**config.mk**
```make
export PLATFORM = sky130hd
export DESIGN_NAME = dbcs_char_decoder_length_counter
export DESIGN_NICKNAME = d
export VERILOG_FILES = /design/src/rtl/dbcs_pkg.sv /design/src/rtl/dbcs_decode.sv /design/src/rtl/dbcs_out_queue.sv /design/src/rtl/dbcs_char_decoder_length_counter.sv
export SDC_FILE = /design/constraint.sdc
export NUM_CORES = 1
export LEC_CHECK = 0
export BUFFER_PORTS_ARGS = -buffer_cell sky130_fd_sc_hd__clkbuf_2
export CORE_MARGIN = 2
export CORE_UTILIZATION = 39
export DETAILED_ROUTE_END_ITERATION = 10
export PLACE_DENSITY = 0.55
export RECOVER_POWER = 100
export SLEW_MARGIN = 10
export SYNTH_ARGS = -nofsm -noshare
export SYNTH_HDL_FRONTEND = slang
export SYNTH_SLANG_ARGS = --single-unit
export TNS_END_PERCENT = 30
```
**constraint.sdc**
```tcl
create_clock -name i_clk -period 7.1 [get_ports i_clk]
set_input_delay 0.355 -clock i_clk [delete_from_list [all_inputs] [get_ports i_clk]]
set_output_delay 0.355 -clock i_clk [all_outputs]
set_load 0.1 [all_outputs]
```
**src/rtl/dbcs_pkg.sv**
```systemverilog
package dbcs_pkg;

    // Length counter width default
    localparam int LENGTH_BITS_DEF = 16;
    localparam int SHOW_BITS       = 16;

    // Output queue depth
    localparam int QUEUE_DEPTH = 4;

    // Register indexes
    localparam logic REG_LANGUAGE = 1'b0;

    // Language codes
    localparam logic [3:0] LANG_JAPANESE = 4'd8;
    localparam logic [3:0] LANG_KOREAN   = 4'd9;
    localparam logic [3:0] LANG_CHINESE  = 4'd10;
    localparam logic [3:0] LANG_THAI     = 4'd11;

    // Character kinds
    localparam logic [1:0] KIND_SINGLE = 2'd0;
    localparam logic [1:0] KIND_DOUBLE = 2'd1;
    localparam logic [1:0] KIND_ESCAPE = 2'd2;

    // Special bytes
    localparam logic [7:0] CHAR_CARET = 8'h5E;
    localparam logic [7:0] CHAR_ZERO  = 8'h30;
    localparam logic [7:0] CHAR_NINE  = 8'h39;
    localparam logic [7:0] CHAR_LF    = 8'h0A;
    localparam logic [7:0] CHAR_CR    = 8'h0D;

    typedef struct packed {
        logic [7:0] text_byte;
        logic       final_byte;
    } t_in_item;

    typedef struct packed {
        logic [15:0] char_code;
        logic [1:0]  char_kind;
        logic        trailing_punct;
        logic        counted;
        logic [15:0] printable_length;
        logic        string_end;
    } t_out_item;

    function automatic logic in_range(input logic [15:0] v, input logic [15:0] lo,
                                      input logic [15:0] hi);
        return (v >= lo) && (v <= hi);
    endfunction

    // Lead/follow range test per language
    function automatic logic pair_ok(input logic [3:0] lang, input logic [7:0] lead,
                                     input logic [7:0] follow);
        logic [15:0] l;
        logic [15:0] f;
        logic        ok;
        l  = {8'h00, lead};
        f  = {8'h00, follow};
        ok = 1'b0;
        unique case (lang)
            LANG_JAPANESE: ok = (in_range(l, 16'hB0, 16'hC8) || in_range(l, 16'hE0, 16'hEF))
                                && in_range(f, 16'hA1, 16'hFE);
            LANG_KOREAN:   ok = (in_range(l, 16'hA1, 16'hC6) || in_range(l, 16'hC9, 16'hF9))
                                && (in_range(f, 16'h40, 16'h7E) || in_range(f, 16'hA1, 16'hFE));
            LANG_CHINESE:  ok = (in_range(l, 16'h81, 16'h9F) || in_range(l, 16'hE0, 16'hEF))
                                && (in_range(f, 16'h40, 16'h7E) || in_range(f, 16'h80, 16'hFC));
            LANG_THAI:     ok = in_range(l, 16'hA1, 16'hF7) && in_range(f, 16'hA1, 16'hFE);
            default:       ok = 1'b0;
        endcase
        return ok;
    endfunction

    // Trailing punctuation for a double-byte code
    function automatic logic double_punct(input logic [3:0] lang, input logic [15:0] code);
        logic p;
        p = 1'b0;
        unique case (lang)
            LANG_KOREAN:  p = in_range(code, 16'hA140, 16'hA153);
            LANG_CHINESE: p = in_range(code, 16'h8140, 16'h8151);
            LANG_THAI:    p = in_range(code, 16'hA1A1, 16'hA1AD);
            default:      p = 1'b0;
        endcase
        return p;
    endfunction

    // Trailing punctuation for a single byte: ! ? , . ; :
    function automatic logic single_punct(input logic [7:0] b);
        return (b == 8'h21) || (b == 8'h3F) || (b == 8'h2C) || (b == 8'h2E) ||
               (b == 8'h3B) || (b == 8'h3A);
    endfunction

endpackage

```
**src/rtl/dbcs_decode.sv**
```systemverilog
module dbcs_decode
    import dbcs_pkg::*;
#(
    parameter int LENGTH_BITS = LENGTH_BITS_DEF
) (
    input  logic        i_clk,
    input  logic        i_rst_n,
    input  logic        i_accept,
    input  t_in_item    i_item,
    input  logic [3:0]  i_language,
    output t_out_item   o_res0,
    output t_out_item   o_res1,
    output logic [1:0]  o_res_cnt
);

    localparam logic [LENGTH_BITS-1:0] LEN_MAX = {LENGTH_BITS{1'b1}};

    logic [7:0]             r_held_byte;
    logic [7:0]             n_held_byte;
    logic                   r_held_valid;
    logic                   n_held_valid;
    logic [LENGTH_BITS-1:0] r_len;
    logic [LENGTH_BITS-1:0] n_len;

    logic [LENGTH_BITS-1:0] len0;
    logic [LENGTH_BITS-1:0] len1;
    logic                   is_pair;
    logic                   is_escape;
    logic [15:0]            pair_code;

    // Add one unless saturated
    function automatic logic [LENGTH_BITS-1:0] sat_inc(input logic [LENGTH_BITS-1:0] v,
                                                       input logic c);
        return (c && (v != LEN_MAX)) ? v + 1'b1 : v;
    endfunction

    // Cap the counter at the shown width
    function automatic logic [SHOW_BITS-1:0] shown(input logic [LENGTH_BITS-1:0] v);
        logic [LENGTH_BITS+SHOW_BITS-1:0] ext;
        ext = {{SHOW_BITS{1'b0}}, v};
        return (ext > {{LENGTH_BITS{1'b0}}, {SHOW_BITS{1'b1}}}) ? {SHOW_BITS{1'b1}}
                                                                  : ext[SHOW_BITS-1:0];
    endfunction

    function automatic t_out_item single_item(input logic [7:0] b, input logic e);
        t_out_item it;
        it.char_code        = {8'h00, b};
        it.char_kind        = KIND_SINGLE;
        it.trailing_punct   = single_punct(b);
        it.counted          = !((b == CHAR_LF) || (b == CHAR_CR));
        it.printable_length = '0;
        it.string_end       = e;
        return it;
    endfunction

    assign pair_code = {r_held_byte, i_item.text_byte};
    assign is_pair   = pair_ok(i_language, r_held_byte, i_item.text_byte);
    assign is_escape = (r_held_byte == CHAR_CARET) && (i_item.text_byte >= CHAR_ZERO)
                       && (i_item.text_byte <= CHAR_NINE);

    // Form up to two characters and advance the lookahead and length
    always_comb begin
        n_held_byte  = r_held_byte;
        n_held_valid = r_held_valid;
        o_res0       = single_item(i_item.text_byte, i_item.final_byte);
        o_res1       = single_item(i_item.text_byte, 1'b1);
        o_res_cnt    = 2'd0;
        if (i_accept) begin
            if (r_held_valid) begin
                n_held_valid = 1'b0;
                if (is_pair) begin
                    o_res0.char_code      = pair_code;
                    o_res0.char_kind      = KIND_DOUBLE;
                    o_res0.trailing_punct = double_punct(i_language, pair_code);
                    o_res0.counted        = 1'b1;
                    o_res_cnt             = 2'd1;
                end else if (is_escape) begin
                    o_res0.char_code      = pair_code;
                    o_res0.char_kind      = KIND_ESCAPE;
                    o_res0.trailing_punct = 1'b0;
                    o_res0.counted        = 1'b0;
                    o_res_cnt             = 2'd1;
                end else begin
                    o_res0 = single_item(r_held_byte, 1'b0);
                    if (i_item.final_byte) begin
                        o_res_cnt = 2'd2;
                    end else begin
                        o_res_cnt    = 2'd1;
                        n_held_byte  = i_item.text_byte;
                        n_held_valid = 1'b1;
                    end
                end
            end else begin
                if (i_item.final_byte) begin
                    o_res_cnt = 2'd1;
                end else begin
                    n_held_byte  = i_item.text_byte;
                    n_held_valid = 1'b1;
                end
            end
        end

        // Running length, cleared after the last character of a string
        len0 = sat_inc(r_len, o_res_cnt != 2'd0 && o_res0.counted);
        len1 = sat_inc(len0, o_res_cnt == 2'd2 && o_res1.counted);
        o_res0.printable_length = shown(len0);
        o_res1.printable_length = shown(len1);
        n_len = len1;
        if ((o_res_cnt != 2'd0) && (o_res0.string_end || o_res_cnt == 2'd2)) begin
            n_len        = '0;
            n_held_byte  = '0;
            n_held_valid = 1'b0;
        end
    end

    always_ff @(posedge i_clk) begin
        if (!i_rst_n) begin
            r_held_byte  <= '0;
            r_held_valid <= 1'b0;
            r_len        <= '0;
        end else begin
            r_held_byte  <= n_held_byte;
            r_held_valid <= n_held_valid;
            r_len        <= n_len;
        end
    end

endmodule

```
**src/rtl/dbcs_out_queue.sv**
```systemverilog
module dbcs_out_queue
    import dbcs_pkg::*;
(
    input  logic        i_clk,
    input  logic        i_rst_n,
    input  t_out_item   i_res0,
    input  t_out_item   i_res1,
    input  logic [1:0]  i_res_cnt,
    output logic        o_room,
    output logic        o_valid,
    input  logic        i_stall,
    output t_out_item   o_item
);

    localparam int PTR_BITS = $clog2(QUEUE_DEPTH);
    localparam int CNT_BITS = $clog2(QUEUE_DEPTH + 1);

    t_out_item             r_mem [QUEUE_DEPTH];
    logic [PTR_BITS-1:0]   r_wr_ptr;
    logic [PTR_BITS-1:0]   n_wr_ptr;
    logic [PTR_BITS-1:0]   r_rd_ptr;
    logic [PTR_BITS-1:0]   n_rd_ptr;
    logic [CNT_BITS-1:0]   r_count;
    logic [CNT_BITS-1:0]   n_count;
    logic [PTR_BITS-1:0]   wr_ptr1;
    logic                  pop;

    assign o_valid = (r_count != '0);
    assign o_item  = r_mem[r_rd_ptr];
    assign pop     = o_valid && !i_stall;
    // Accept only with room for two characters
    assign o_room  = (r_count <= CNT_BITS'(QUEUE_DEPTH - 2));
    assign wr_ptr1 = r_wr_ptr + 1'b1;

    // Advance pointers and fill level
    always_comb begin
        n_wr_ptr = r_wr_ptr + PTR_BITS'(i_res_cnt);
        n_rd_ptr = pop ? r_rd_ptr + 1'b1 : r_rd_ptr;
        n_count  = r_count + CNT_BITS'(i_res_cnt) - CNT_BITS'(pop);
    end

    always_ff @(posedge i_clk) begin
        if (!i_rst_n) begin
            r_wr_ptr <= '0;
            r_rd_ptr <= '0;
            r_count  <= '0;
        end else begin
            r_wr_ptr <= n_wr_ptr;
            r_rd_ptr <= n_rd_ptr;
            r_count  <= n_count;
        end
    end

    // Store the new characters
    always_ff @(posedge i_clk) begin
        if (i_res_cnt != 2'd0) begin
            r_mem[r_wr_ptr] <= i_res0;
        end
        if (i_res_cnt == 2'd2) begin
            r_mem[wr_ptr1] <= i_res1;
        end
    end

endmodule

```
**src/rtl/dbcs_char_decoder_length_counter.sv**
```systemverilog
// Double-byte character decoder with printable-length counter. Feed the string one byte per
// transaction with final_byte set on its last byte; for languages 8 to 11 a lead byte is held
// one byte and joined with its follow byte into one 16-bit character, otherwise bytes come out
// singly, and a caret before a digit comes out as an uncounted color escape. Each character
// carries the running printable length (saturating) and the last one of a string carries
// string_end. The block takes one byte per cycle; a byte gives zero, one or two characters,
// which go through a four-entry output queue delivering one character per cycle unless
// i_out_stall holds it, so input stalls only while that queue holds more than two characters.
// Write the language register over the APB port only while the block is idle.
module dbcs_char_decoder_length_counter
    import dbcs_pkg::*;
#(
    parameter int LENGTH_BITS = LENGTH_BITS_DEF
) (
    input  logic        i_clk,
    input  logic        i_rst_n,
    input  logic        i_in_valid,
    output logic        o_in_stall,
    input  t_in_item    i_in_item,
    output logic        o_out_valid,
    input  logic        i_out_stall,
    output t_out_item   o_out_item,
    input  logic        psel,
    input  logic        penable,
    input  logic        pwrite,
    input  logic [2:0]  paddr,
    input  logic [31:0] pwdata,
    output logic [31:0] prdata,
    output logic        pready
);

    logic [3:0]  r_language;
    logic        room;
    logic        accept;
    t_out_item   res0;
    t_out_item   res1;
    logic [1:0]  res_cnt;

    // Configuration register
    assign pready = 1'b1;
    assign prdata = (paddr[2] == REG_LANGUAGE) ? {28'h0, r_language} : 32'h0;

    always_ff @(posedge i_clk) begin
        if (!i_rst_n) begin
            r_language <= 4'd0;
        end else if (psel && penable && pwrite && pready && (paddr[2] == REG_LANGUAGE)) begin
            r_language <= pwdata[3:0];
        end
    end

    assign o_in_stall = !room;
    assign accept     = i_in_valid && room;

    dbcs_decode #(
        .LENGTH_BITS (LENGTH_BITS)
    ) u_decode (
        .i_clk      (i_clk),
        .i_rst_n    (i_rst_n),
        .i_accept   (accept),
        .i_item     (i_in_item),
        .i_language (r_language),
        .o_res0     (res0),
        .o_res1     (res1),
        .o_res_cnt  (res_cnt)
    );

    dbcs_out_queue u_queue (
        .i_clk     (i_clk),
        .i_rst_n   (i_rst_n),
        .i_res0    (res0),
        .i_res1    (res1),
        .i_res_cnt (res_cnt),
        .o_room    (room),
        .o_valid   (o_out_valid),
        .i_stall   (i_out_stall),
        .o_item    (o_out_item)
    );

endmodule

```
Word level (Yosys, flattened, before mapping). Memories as Yosys holds them, arrays and structs flattened. A register that Yosys moved wholly into a read port is not among the register bits. Cells that the tools add are included.

Flip-flop bits (word level): 36. RAM bits: 148. Bits of input ports: 51. Output and inout port bits: 72. Word-level logic and storage cells: 154. Memories kept: 1.

Memories: u_queue.r_mem (depth 4, bits a word 37, read ports 1, clocked after Yosys merged registers in 1, write ports 2, line dbcs_out_queue.sv:18) `t_out_item r_mem [QUEUE_DEPTH];`.

Add/sub/neg operators: 7. $lt $le $gt $ge: 26. Equality and inequality tests: 26. Multiplexer cells: 31. Bitwise logic cells: 2. Reductions and logical operators: 54.

Operators by type and width (number): $eq A8 B6 Y1 const B (12); $mux W37 (2); $le A8 B8 Y1 const B (8); $ge A8 B8 Y1 const B (7); $ge A16 B16 Y1 const B (3); $le A16 B16 Y1 const B (3); $mux W20 (2); $add A16 B1 Y16 const B (2); $eq A8 B4 Y1 const B (4); $mux W16 (2); $mux W8 (4); $ne A16 B16 Y1 const B (2); $logic_and A1 B1 Y1 (28); $logic_or A1 B1 Y1 (18); $mux W17 (1); $eq A4 B4 Y1 const B (4); $mux W2 (7); $mux W1 (10); $eq A8 B7 Y1 const B (1); $ge A8 B6 Y1 const B (1); $ge A8 B7 Y1 const B (1); $le A8 B6 Y1 const B (1); $le A8 B7 Y1 const B (1); $add A2 B1 Y2 const B (2); 15 further kinds (20).

Logic depth before layout (Yosys ltp).
Depth in word-level cells: 16. Depth in mapped cells: 17. Mapped depth without buffers: 15.

Hierarchy. From an unflattened synthesis, not the netlist that was laid out.

Cell total of the unflattened synthesis: 857. Area total of the unflattened synthesis: 10824.1 um^2.

Modules (own cells, without submodules): dbcs_out_queue (instances 1, cells an instance 410, area each 7597.3 um^2, seq. area each 4624.4 um^2); dbcs_decode (instances 1, cells an instance 391, area each 2787.7 um^2, seq. area each 500.5 um^2); dbcs_char_decoder_length_counter (instances 1, cells an instance 56, area each 439.2 um^2, seq. area each 80.1 um^2).

Worst setup path before layout. Ideal clock, no wire load.

Path kind: register to register. Start: register u_decode.r_held_byte[6]. End: memory u_queue.r_mem[2][11] (netlist bit), data pin. Setup time: 0.279 ns. Arrival: 4.209 ns. Required time: 6.821 ns. Setup slack: 2.612 ns. Cell stages (with the launch flop): 17. Path buffers: 3. Clock period less this slack: 4.488 ns. Cells stage by stage: dfxtp_1 > clkbuf_1 > and4bb_2 > and4_1 > or3_1 > buf_2 > a21oi_1 > mux2i_1 > inv_1 > ha_1 > and3_1 > mux2i_1 > nor4_4 > a2111oi_2 > buf_2 > xnor2_1 > o22ai_1.

RTL lines: from (decl) (line dbcs_decode.sv:18) `logic [7:0] r_held_byte;`; from (signal assigned) (line dbcs_decode.sv:122) `r_held_byte <= n_held_byte;`; to (decl) (line dbcs_out_queue.sv:18).

==> impl_metrics.yaml <==
critical_path:
  critPathKind: "reg -> reg"
  worstPathArrival_ps: 6400
  slowest_delay_ps: 940
  cp_max_fo: 21
  slowest_stage: "nor4b_1"
  rrSetupSlack_ps: 940
  critPathLaunchType: "flop"
  path_common_cell: "mux2i_1"
  path_cells: "and4bb_2 -> and4_1 -> or3_1 -> a21oi_1 -> clkbuf_1 -> mux2i_1 -> inv_1 -> ha_1 -> and3_1 -> mux2i_1 -> o2111ai_1 -> nor4b_1 -> nand2_1 -> o22ai_1"
  cp-end-kind: "flop"
  required_ps: 7340
global_route:
  grt_pass1_wl_mm: 46.9
  first_global_vias: 8171
  grt_overflow_total: 0
  grt_max_degree: 34
  antenna_found_initial: 0
  gr-usage-all-layers: 0.214
die:
  die_w_um: 169
  ios: 123
  core_area_mm2: 0.0269
  start_util: 0.396
  fp.dieH_um: 169
  die-area_mm2: 0.0286
  rows: 60
route:
  vias: 8499
  drt_wl_total_mm: 30.2
  drtAntennaViolNets: 0
  avgRoutedWirePerCell_um: 21.3
  drt_iter0_drc: 658
  vias_per_cell: 5.98
  drt_first_pass_iters: 5
  drc: 0
finish:
  area_growth_pct: 8.24
  nets: 1126
  fin_cells: 1421
  diodes: 0
  drive_above_1_share: 0.106
timing:
  post-route-min-period_ps: 6160
  finalHoldViolCount: 0
  slew_viol_final: 152
  skew_ps: 13.5
  fin_crit_sh: 0.867
  fin_tns_setup_ps: 0
  rsz0062_at_grt: "no"
  clock.fmax_mhz: 162
  relSlewSlack: -0.289
  setup_viol: 0
  worstMarginPinSlew_ps: 1890
synthesis:
  yosysMostFrequentCell: "edfxtp_1"
  yosysWarnings: 0
  synth_cells: 1053
  synth_commonest_cells: "104 x edfxtp_1, 82 x dfxtp_1, 81 x nand2_1"
  synth_area_mm2: 0.0106
  synthArstFlopShare: 0
  synth_area_per_cell_um2: 10.1
  yosysTopAreaCell: "edfxtp_1"
  ys_seq_area_frac: 0.448
  synth_area_leaders: "edfxtp_1 29%, dfxtp_1 15%, mux4_2 7.8%"
  synth_cell_types: 87
  synth_top_area_share: 0.293
  synth-edff-count: 104
  ys.flop_type: "edfxtp_1"
  synth-seq-cells: 186
pwr:
  power.leakage_nw: 3.83
  p_per_area_mw_per_mm2: 297
  ir_drop_v: 0.000226
  totalPowerFinal_mw: 3.43
cts:
  cts_tree: "yes"
  clkSinkCount: 186
  postCtsSetupRepairBufs: 0
  holdBufCountCts: 0
  numCtsBuffers: 17
  clock_path_buffers: 2
  cts_root_buf: "clkbuf_16"
  cts-resized-gates: 0
  clk_latency_ps: 440
  cts.clk_slew.worst_paths_ps: 70
  htreeDepth: 4
hold_path:
  hold_class: "in -> reg"
placement:
  port-buffer-count: 63
  place_inst: 1390
  dpl.hpwl_mm: 19.6
  gp_congestion: 0.915
status:
  violations: "capacitance limit, slew limit"
  outcome: "finished, violations left"
run:
  max_cap_viol_count: 8
[sequential cells by signal, indices dropped and copies added (netlist names), named ones only]
name / flops
u_queue.r_mem: 148
u_decode.r_len: 16
u_decode.r_held_byte: 8
r_language: 4
u_queue.r_count: 3
u_queue.r_rd_ptr: 2
u_queue.r_wr_ptr: 2
u_decode.r_held_valid: 1
[metal layers]
| layer | share of wire | global-route usage | wire length (um) | vias up |
|---|---|---|---|---|
| met4 | 0.015 | 0.0572 | 442 | 0 |
| met2 | 0.48 | 0.360 | 14600 | 278 |
| li1 | - | - | - | 3980 |
| met3 | 0.061 | 0.0361 | 1840 | 31 |
| met5 | 0 | 0 | 0 | - |
| met1 | 0.44 | 0.286 | 13400 | 4210 |
[metrics by stage]
stage          cell area (um2)  setup WS (ps)  utilization  hold slack, ps
2_1_floorplan            10700           2610            -             431
3_3_place_gp             11100           1600        0.413             440
3_5_place_dp             11100           1530        0.413             443
4_1_cts                  11700           1490        0.435             155
5_1_grt                  11500            640        0.429             180
6_report                 11500            942        0.429             169
[logic make-up (layout without fill, tap and decap cells)]
kind of cell / Yosys count / in the layout / share of synthesized area
simple gates: 341 / 341 / 0.168
compound gates: 301 / 301 / 0.195
flops: 186 / 186 / 0.448
buf+inv: 129 / 129 / 0.0574
mux: 58 / 58 / 0.0984
xor+xnor: 29 / 29 / 0.0239
fa+ha+maj: 7 / 7 / 0.00893
other cells: 2 / 29 / 0.000706
[cells in the final DEF, fill, tap and decap left out, types with 15 or more instances in the layout]
| cell type | count |
|---|---|
| inv_1 | 21 |
| o21a_1 | 15 |
| o22ai_1 | 35 |
| xnor2_1 | 17 |
| o21ai_0 | 82 |
| mux4_2 | 37 |
| nand3_1 | 68 |
| clkbuf_2 | 23 |
| nand4_1 | 18 |
| nand2_1 | 81 |
| nor2b_1 | 18 |
| clkbuf_1 | 53 |
| conb_1 | 29 |
| a22o_1 | 33 |
| mux2i_1 | 18 |
| clkbuf_16 | 20 |
| a21oi_1 | 57 |
| dfxtp_1 | 82 |
| nor2_1 | 66 |
| edfxtp_1 | 104 |
[worst paths after layout]
check,end,startpoint,cells past startpoint
setup / recovery,u_queue.r_mem[0][16],u_decode.r_held_byte[5],14
hold / removal,r_language[1],pwdata[1],3
setup reg to reg,u_queue.r_mem[0][16],u_decode.r_held_byte[5],14
hold reg to reg,u_queue.r_mem[0][36],u_queue.r_mem[0][36],2
[layout make-up]
cell class | count | area [um2]
Clock buffer | 21 | 504
Clock inverter | 10 | 101
Fill cell | 2650 | 15400
Inverter | 19 | 71.3
Multi-Input combinational cell | 765 | 5310
Sequential cell | 186 | 4760
Tap cell | 341 | 427
Timing Repair Buffer | 79 | 340
[power breakdown]
part / switching, mW / leakage [nW] / internal, mW
Sequential: 0.0890 / 1.67 / 1.21
Clock: 0.426 / 0.305 / 0.551
Combinational: 0.898 / 1.85 / 0.254
Total: 1.41 / 3.83 / 2.01
[worst max-delay path: cells and delay by family (launching register included)]
| kind | cells | cell delay, ps |
|---|---|---|
| muxes | 2 | 970 |
| buffers and inverters | 2 | 530 |
| AOI/OAI and AO/OA | 3 | 900 |
| DFF | 1 | 820 |
| adders and majority gates | 1 | 280 |
| and+or+nand+nor | 6 | 2460 |
Power figures use the tool's default switching activity.
